### src/rtl/core/t0apdu_pkg.sv
package t0apdu_pkg;

	typedef enum logic [1:0] {
		DIR_NONE = 2'd0,
		DIR_TO   = 2'd1,
		DIR_FROM = 2'd2
	} dir_t;

	localparam logic [7:0] BYTE_NULL   = 8'h60;
	localparam logic [7:0] NIB_MASK    = 8'hF0;
	localparam logic [7:0] SW1_HI_6X   = 8'h60;
	localparam logic [7:0] SW1_HI_9X   = 8'h90;
	localparam logic [7:0] SW1_CC      = 8'hCC;
	localparam logic [7:0] INV_MASK    = 8'hFF;
	localparam logic [7:0] INS_SELECT  = 8'hA4;
	localparam logic [2:0] HDR_MAX     = 3'd6;
	localparam logic [2:0] HDR_INS     = 3'd2;
	localparam logic [2:0] HDR_P1      = 3'd3;
	localparam logic [2:0] HDR_P3      = 3'd5;
	localparam logic [8:0] LEN_ZERO_AS = 9'd256;
	localparam logic [8:0] MOVED_MAX   = 9'd511;

endpackage

### src/rtl/core/t0apdu_dir_decode.sv
module t0apdu_dir_decode
	import t0apdu_pkg::*;
(
	input  logic [7:0] ins,
	input  logic [7:0] p1,
	output dir_t       dir
);

	always_comb begin
		case (ins)
			8'h04, 8'h0E, 8'h0F, 8'h20, 8'h21, 8'h22,
			8'h24, 8'h26, 8'h28, 8'h2C, 8'h44, 8'h82,
			8'h86, 8'h87, 8'h88, 8'hA1, 8'hA2, 8'hA8,
			8'hAE, 8'hB1, 8'hB3, 8'hC2, 8'hC3, 8'hCB,
			8'hD0, 8'hD1, 8'hD2, 8'hD6, 8'hD7, 8'hDA,
			8'hDB, 8'hDC, 8'hDD, 8'hE0, 8'hE2, 8'hE4: dir = DIR_TO;
			8'h70, 8'h84, 8'hB0, 8'hB2, 8'hC0, 8'hCA: dir = DIR_FROM;
			INS_SELECT: begin
				case (p1)
					8'h01, 8'h02, 8'h04, 8'h08, 8'h09: dir = DIR_TO;
					8'h03:                             dir = DIR_FROM;
					default:                           dir = DIR_NONE;
				endcase
			end
			default: dir = DIR_NONE;
		endcase
	end

endmodule

### src/rtl/core/t0apdu_fsm.sv
module t0apdu_fsm
	import t0apdu_pkg::*;
(
	input  logic       clk,
	input  logic       arst_n,
	input  logic       step,
	input  logic [7:0] line_byte,
	output logic [1:0] mark
);

	typedef enum logic [2:0] {
		PH_HEADER = 3'd0,
		PH_PROC   = 3'd1,
		PH_SW2    = 3'd2,
		PH_ALL    = 3'd3,
		PH_ONE    = 3'd4
	} phase_t;

	phase_t     phase_q, phase_d;
	logic [2:0] hdr_cnt_q, hdr_cnt_d;
	logic [7:0] ins_q, ins_d;
	logic [7:0] p1_q, p1_d;
	logic [8:0] send_len_q, send_len_d;
	logic [8:0] exp_len_q, exp_len_d;
	logic [8:0] moved_q, moved_d;
	logic [8:0] moved_inc;
	logic       more;
	logic       is_sw1;
	dir_t       dir;

	t0apdu_dir_decode u_dir (
		.ins (ins_q),
		.p1  (p1_q),
		.dir (dir)
	);

	assign moved_inc = (moved_q < MOVED_MAX) ? moved_q + 9'd1 : moved_q;
	assign more      = (moved_q < send_len_q) || (moved_q < exp_len_q);
	assign is_sw1    = ((line_byte & NIB_MASK) == SW1_HI_6X) ||
	                   ((line_byte & NIB_MASK) == SW1_HI_9X) || (line_byte == SW1_CC);

	always_comb begin
		phase_d    = phase_q;
		hdr_cnt_d  = hdr_cnt_q;
		ins_d      = ins_q;
		p1_d       = p1_q;
		send_len_d = send_len_q;
		exp_len_d  = exp_len_q;
		moved_d    = moved_q;
		mark       = DIR_NONE;
		case (phase_q)
			PH_PROC: begin
				if (line_byte == BYTE_NULL) begin
					mark = DIR_FROM;
				end else if (is_sw1) begin
					phase_d = PH_SW2;
				end else if (line_byte == ins_q) begin
					if (more)
						phase_d = PH_ALL;
					mark = DIR_FROM;
				end else if ((line_byte ^ INV_MASK) == ins_q) begin
					if (more)
						phase_d = PH_ONE;
					mark = DIR_FROM;
				end
			end
			PH_SW2: begin
				phase_d   = PH_HEADER;
				hdr_cnt_d = 3'd0;
				moved_d   = 9'd0;
				mark      = DIR_FROM;
			end
			PH_ALL: begin
				moved_d = moved_inc;
				if (dir == DIR_TO && moved_inc == send_len_q) begin
					phase_d = PH_PROC;
					mark    = DIR_TO;
				end else if (dir == DIR_FROM && moved_inc == exp_len_q) begin
					phase_d = PH_PROC;
					mark    = DIR_FROM;
				end
			end
			PH_ONE: begin
				moved_d = moved_inc;
				phase_d = PH_PROC;
				mark    = dir;
			end
			default: begin
				if (hdr_cnt_q < HDR_MAX)
					hdr_cnt_d = hdr_cnt_q + 3'd1;
				if (hdr_cnt_d == HDR_INS) begin
					ins_d = line_byte;
				end else if (hdr_cnt_d == HDR_P1) begin
					p1_d = line_byte;
				end else if (hdr_cnt_d == HDR_P3) begin
					if (dir == DIR_FROM) begin
						exp_len_d  = (line_byte == 8'd0) ? LEN_ZERO_AS : {1'b0, line_byte};
						send_len_d = 9'd0;
						phase_d    = PH_PROC;
					end else if (dir == DIR_TO) begin
						send_len_d = {1'b0, line_byte};
						exp_len_d  = 9'd0;
						phase_d    = PH_PROC;
					end
					mark = DIR_TO;
				end
			end
		endcase
	end

	always_ff @(posedge clk or negedge arst_n) begin
		if (!arst_n) begin
			phase_q    <= PH_HEADER;
			hdr_cnt_q  <= 3'd0;
			ins_q      <= 8'd0;
			p1_q       <= 8'd0;
			send_len_q <= 9'd0;
			exp_len_q  <= 9'd0;
			moved_q    <= 9'd0;
		end else if (step) begin
			phase_q    <= phase_d;
			hdr_cnt_q  <= hdr_cnt_d;
			ins_q      <= ins_d;
			p1_q       <= p1_d;
			send_len_q <= send_len_d;
			exp_len_q  <= exp_len_d;
			moved_q    <= moved_d;
		end
	end

endmodule

### src/rtl/core/t0_apdu_exchange_tracker_core.sv
// Result path: the accepted byte passes through the input register, then the result register.
// Throughput: 1 request per cycle while the output is not stalled; tracker state is updated in the single decode stage.
// Stalls on the output hold the result register and back up into the input register.
// Reset (arst_n, async, active low): header phase, all counters and lengths cleared,
// both pipeline stages empty.
module t0_apdu_exchange_tracker_core
	import t0apdu_pkg::*;
(
	input  logic       clk,
	input  logic       arst_n,
	input  logic       in_valid,
	output logic       in_stall,
	input  logic [7:0] line_byte,
	output logic       out_valid,
	input  logic       out_stall,
	output logic [1:0] byte_mark
);

	logic       valid_s1;
	logic [7:0] byte_s1;
	logic       out_free;
	logic       advance;
	logic [1:0] mark;

	assign out_free = !out_valid || !out_stall;
	assign advance  = valid_s1 && out_free;
	assign in_stall = valid_s1 && !out_free;

	t0apdu_fsm u_fsm (
		.clk       (clk),
		.arst_n    (arst_n),
		.step      (advance),
		.line_byte (byte_s1),
		.mark      (mark)
	);

	always_ff @(posedge clk or negedge arst_n) begin
		if (!arst_n) begin
			valid_s1 <= 1'b0;
		end else if (!in_stall) begin
			valid_s1 <= in_valid;
		end
	end

	always_ff @(posedge clk) begin
		if (in_valid && !in_stall)
			byte_s1 <= line_byte;
	end

	always_ff @(posedge clk or negedge arst_n) begin
		if (!arst_n) begin
			out_valid <= 1'b0;
		end else if (out_free) begin
			out_valid <= valid_s1;
		end
	end

	always_ff @(posedge clk) begin
		if (advance)
			byte_mark <= mark;
	end

endmodule
### config.mk
export PLATFORM = sky130hd
export DESIGN_NAME = t0_apdu_exchange_tracker_core
export DESIGN_NICKNAME = d
export VERILOG_FILES = /design/src/rtl/core/t0apdu_pkg.sv /design/src/rtl/core/t0apdu_dir_decode.sv /design/src/rtl/core/t0apdu_fsm.sv /design/src/rtl/core/t0_apdu_exchange_tracker_core.sv
export SDC_FILE = /design/constraint.sdc
export NUM_CORES = 1
export LEC_CHECK = 0
export BUFFER_PORTS_ARGS = -buffer_cell sky130_fd_sc_hd__buf_2
export CAP_MARGIN = 20
export CORE_MARGIN = 10
export CORE_UTILIZATION = 45
export CTS_BUF_LIST = sky130_fd_sc_hd__clkbuf_2 sky130_fd_sc_hd__clkbuf_4 sky130_fd_sc_hd__clkbuf_8
export DETAILED_ROUTE_END_ITERATION = 16
export GPL_ROUTABILITY_DRIVEN = 0
export HOLD_SLACK_MARGIN = 0.1
export PLACE_DENSITY = 0.68
export SETUP_SLACK_MARGIN = 0.02
export SLEW_MARGIN = 20
export SYNTH_ARGS = -nofsm -noshare
export SYNTH_HDL_FRONTEND = slang
export SYNTH_SLANG_ARGS = --single-unit
### constraint.sdc
create_clock -name clk -period 3.3 [get_ports clk]
set_input_delay 0.33 -clock clk [delete_from_list [all_inputs] [get_ports clk]]
set_output_delay 0.33 -clock clk [all_outputs]
set_load 0.1 [all_outputs]
Word level (Yosys, flattened, before mapping)
Index checks and enable logic that the tools add are counted.

Add/subtract/negate cells: 2. $mul: 0. Reductions and logical operators: 30. Bitwise logic cells: 5. Muxes and demuxes: 36. Eq/ne operators: 72. Shift operators: 0. $lt $le $gt $ge: 4. Div/mod/pow operators: 0.

Operators by type and width (count): 8-bit == test, second input constant (32); 8-bit by 6-bit == test with 1-bit output, second input constant (7); 9-bit 2-to-1 mux (6); 3-bit 2-to-1 mux (15); 36-bit OR reduction (1); 8-bit by 4-bit == test with 1-bit output, second input constant (4); 8-bit by 7-bit == test with 1-bit output, second input constant (3); 9-bit == test (2); 9-bit < comparator (2); 9-bit one-hot mux with 2 select lines (1); 8-bit by 2-bit == test with 1-bit output, second input constant (2); 8-bit by 3-bit == test with 1-bit output, second input constant (2); 8-bit == test (2); 2-bit 2-to-1 mux (8); 3-bit by 2-bit == test with 1-bit output, second input constant (4); 3-bit one-hot mux with 4 select lines (1); 5-bit inequality test, second input constant (2); 9-bit by 1-bit adder with 9-bit output, second input constant (1); 9-bit < comparator, second input constant (1); 9-bit AND reduction (1); 8-bit by 1-bit == test with 1-bit output, second input constant (1); 8-bit logical NOT (1); 8-bit NOT (1); 2-bit one-hot mux with 4 select lines (1); 31 further kinds (48).

Output and inout port bits: 4. Bits in read-only memories: 0. Bits in writable memories: 0. Bits in registers: 61. Input port bits: 12. Memories kept: 0. Latch bits: 0. Logic and storage cells: 160.

Longest topological paths before layout
Depth after elaboration: 11. Mapped depth: 16.

Cells and area by module
Synthesis repeated with hierarchy kept, for this count alone.

Cell total of the unflattened synthesis: 488. Area, all modules: 4388.0 µm².

By module, submodules not included: t0apdu_fsm (instances 1, cells an instance 387, area each 3469.6 µm², seq. area each 1201.2 µm²); t0apdu_dir_decode (instances 1, cells an instance 83, area each 525.5 µm², seq. area each 0.0 µm²); t0_apdu_exchange_tracker_core (instances 1, cells an instance 18, area each 392.9 µm², seq. area each 350.3 µm²).

Worst setup path after synthesis
Ideal clock, no wire load.

Path type: register -> register. Start point: register u_fsm.ins_q[1]. End point: register u_fsm.phase_q[2]. Setup slack: 0.406 ns. Period minus slack after synthesis: 2.894 ns. Cell stages (with the launch flop): 12. Data arrival time: 2.767 ns. Data required time: 3.172 ns. Cell sequence: dfrtp_1 > clkbuf_1 > clkbuf_1 > nor4_1 > nand4_1 > o221a_2 > and2_1 > ha_1 > a2111oi_4 > mux2i_1 > a21oi_4 > mux2_1.

Longest elaborated chain between the ends: 9. Elaborated cells on any way between the ends: 65. Classes of those cells: 49 x eq/ne; 10 x mux; 6 x reduce/logical.

Ends and longest elaborated chain: start: declaration (line t0apdu_fsm.sv:21) `logic [7:0] ins_q, ins_d;`; start signal: assignment (line t0apdu_fsm.sv:123) `ins_q <= ins_d;`; 8-bit by 3-bit == test with 1-bit output, or another cell as far along (line t0apdu_dir_decode.sv:10) `case (ins)`; 36-bit OR reduction or 6-bit OR reduction (tied branches) (line t0apdu_dir_decode.sv:10); 2-bit one-hot mux with 3 select lines (line t0apdu_dir_decode.sv:10); 2-bit == test (line t0apdu_fsm.sv:78, t0apdu_fsm.sv:96); 3-bit 2-to-1 mux (line t0apdu_fsm.sv:96) `if (dir == DIR_FROM) begin`; 3-bit 2-to-1 mux (line t0apdu_fsm.sv:95) `end else if (hdr_cnt_d == HDR_P3) begin`; 3-bit 2-to-1 mux (line t0apdu_fsm.sv:93) `end else if (hdr_cnt_d == HDR_P1) begin`; 3-bit 2-to-1 mux (line t0apdu_fsm.sv:91) `if (hdr_cnt_d == HDR_INS) begin`; 3-bit one-hot mux with 4 select lines (line t0apdu_fsm.sv:51) `case (phase_q)`; end signal: assignment (line t0apdu_fsm.sv:121) `phase_q <= phase_d;`; end: declaration (line t0apdu_fsm.sv:19) `phase_t phase_q, phase_d;`.

Parallel ways exist; a longest one is shown, timed or not. The select of a mux whose other input is x is not followed. A chain may end at the register's enable or synchronous reset.

Worst setup path in the final report
Start point: register u_fsm.ins_q[7]. End point: register u_fsm.phase_q[2].

The elaborated chain is that of the path after synthesis.

==> out/results.ini <==
[pwr]
peakVddDrop_uv = 438.5
power_density_nw_per_um2 = 747.9
finalPower_uw = 3495
p_leak_uw = 0.001981

[worst_setup_path]
worstSetupPathType = reg -> reg
end_kind = flip-flop
critical-path-slowest-cell = dfrtp_1
cp_data_required_time_ns = 3.53
crit_path_max_incr_delay_ns = 0.51
start_kind = flip-flop
cp_cell_sequence = nor2_2, nand2_1, nor4b_1, a41oi_1, o221a_2, and2_1, ha_1, a2111oi_4, mux2i_1, a21oi_4, mux2_1
arrival_ns = 3.26
crit_fanout = 12

[logic_synthesis]
synth_nets = 497
synth_top_area_share_pct = 29.10
yosys-top-cells-area = dfrtp_1 (29%), edfxtp_1 (7.0%), ha_1 (5.5%)
syn-cell-area_um2 = 4299
ys_ff_latch = 60
synthFlopType = dfrtp_1
synthCells = 466
synth_edf_count = 10
yosysSeqAreaShare_pct = 36.09
synthArstFlopShare_pct = 83.33
yosysTopAreaCell = dfrtp_1
netlist-cell-type-count = 79
avgSynthCellArea_um2 = 9.226
yosysWarnings = 0

[cts]
cts_root_buf = clkbuf_8
path_clk_slew_ns = 0.07
htree_levels = 3
clock_path_buffers = 2
cts_buffers = 9
cts_tree = yes
cts_sinks = 60
clock_latency_ns = 0.35

[finish]
fin_area_um2 = 4673
fill_cells = 891
layout_common_cells = nand2_1 (54), dfrtp_1 (49), o21ai_0 (38), inv_1 (25), nor2_1 (25)
ff_latch_area_um2 = 1553
fin_nets = 502
syn_to_final_growth_pct = 8.702
antenna_cells = 0
final_common_cell = nand2_1
utilization_pct = 50.34
multi_input_area_um2 = 2519
drive_above_1_share_pct = 16.60

[floorplanning]
coreArea_um2 = 9284
start_util_pct = 46.31
io_pins = 16
row_count = 35
die_h_um = 117.7
die_x_um = 117.7
dieArea_um2 = 13860

[global_routing]
grt_pass1_wl_um = 16300
grt_max_degree = 35
grt.overflow.total = 0
grt_usage_pct = 14.07
first_global_vias = 3281
antenna_found_initial = 0

[routing]
via_per_inst = 5.583
drt-total-wl_um = 9440
antenna_left = 0
via_count = 3378
wire_per_inst_um = 15.60
drcViolationCount = 0
drt_iter0_markers = 119
dr.pass1.iters = 5

[sta]
slew_headroom_pct = 44.87
post-route-period-util_pct = 91.99
hold_violations = 0
min_period_ns = 3.036
skew_ns = 0.01077
rsz0062_at_grt = false
max_freq_ghz = 0.3294
tightest_slew_ns = 0.8269
setup_viol = 0
fin_ws_ns = 0.2644
setup_total_negative_slack_ns = 0
slew_viol_final = 0

[hold_path]
worst_hold_path_type = in -> reg

[run]
maxCapViolCount = 0

[placement]
placed_cell_area_um2 = 4436
dp_hpwl_um = 7009
io_buffers = 15
post-place-ws_ns = 0.1333

[run_status]
status = finished, final reports clean

cell families (layout without fill, tap and decap cells):
family,Yosys count,after routing,synth area share [%]
and+or+nand+nor,169,169,22.38
adders and majority gates,19,19,5.530
buffers and inverters,53,63,5.384
AOI/OAI and AO/OA,118,118,19.00
DFF,60,60,36.09
muxes,20,20,5.937
xor gates and xnor gates,27,27,5.675
synthesized netlist by cell type, drive strengths merged, types with 8 or more instances:
master / count
a21oi: 24
buf: 12
clkbuf: 16
dfrtp: 50
edfxtp: 10
ha: 19
inv: 25
mux2: 17
nand2: 56
nand2b: 17
nand3: 8
nand4: 10
nor2: 26
o21ai: 41
xnor2: 18
xor2: 9
critical path, delay by kind of cell (launching register included):
| kind | cells | cell delay (ns) |
|---|---|---|
| and+or+nand+nor | 4 | 0.74 |
| DFF | 1 | 0.51 |
| AOI/OAI and AO/OA | 4 | 0.82 |
| muxes | 2 | 0.51 |
| adders and majority gates | 1 | 0.32 |
power breakdown:
| part | total [uW] | switching (uW) | internal [uW] |
|---|---|---|---|
| combinational | 1470 | 794 | 674 |
| clock | 739 | 299 | 439 |
| sequential | 1290 | 343 | 946 |
| total | 3500 | 1440 | 2060 |
flip-flops by register name (all words and copies together), names as in the netlist:
signal	cells
u_fsm.p1_q	8
u_fsm.send_len_q	8
u_fsm.ins_q	8
u_fsm.exp_len_q	9
u_fsm.moved_q	9
valid_s1	1
byte_mark	2
byte_s1	8
u_fsm.hdr_cnt_q	3
u_fsm.phase_q	3
out_valid	1
routing by layer:
metal / track usage (%) / up-vias / wire length [um]
met2: 21.99 / 75 / 4202
met3: 3.070 / 17 / 329
met1: 18.44 / 1603 / 4671
li1: - / 1683 / -
met4: 5.487 / 0 / 237
met5: 0 / - / 0
final timing paths:
check	cells past startpoint	from	slack [ns]	endpoint
hold / removal	1	line_byte[5]	0.15	byte_s1[5]
setup / recovery	11	u_fsm.ins_q[7]	0.26	u_fsm.phase_q[2]
min in group asynchronous	2	arst_n	0.58	u_fsm.moved_q[2]
hold reg to reg	1	valid_s1	0.51	out_valid
max in group asynchronous	3	arst_n	1.97	u_fsm.ins_q[2]
setup reg to reg	11	u_fsm.ins_q[7]	0.26	u_fsm.phase_q[2]
stage by stage:
stage	cells	hold slack, ns
final	605	0.1522
after global placement	587	0.4412
after CTS	604	0.1411
after floorplan	466	0.03441
after detailed placement	587	0.4413
after global routing	605	0.1341
layout make-up:
type / count / area share (%)
multi-input cells: 353 / 53.90
well taps: 129 / 3.454
repair buffers: 22 / 2.784
clock buffers: 11 / 2.972
flip-flops and latches: 60 / 33.23
clock inverters: 5 / 1.660
inverters: 25 / 2.008
what timing repair did:
item / CTS / global route
resized for setup: 0 / 2
endpoints found under the setup margin: 0 / 4
hold buffers: 1 / 0
setup buffers: 0 / 1
endpoints found under the hold margin: 32 / 0
No activity file was read; power rests on OpenSTA's default activity.
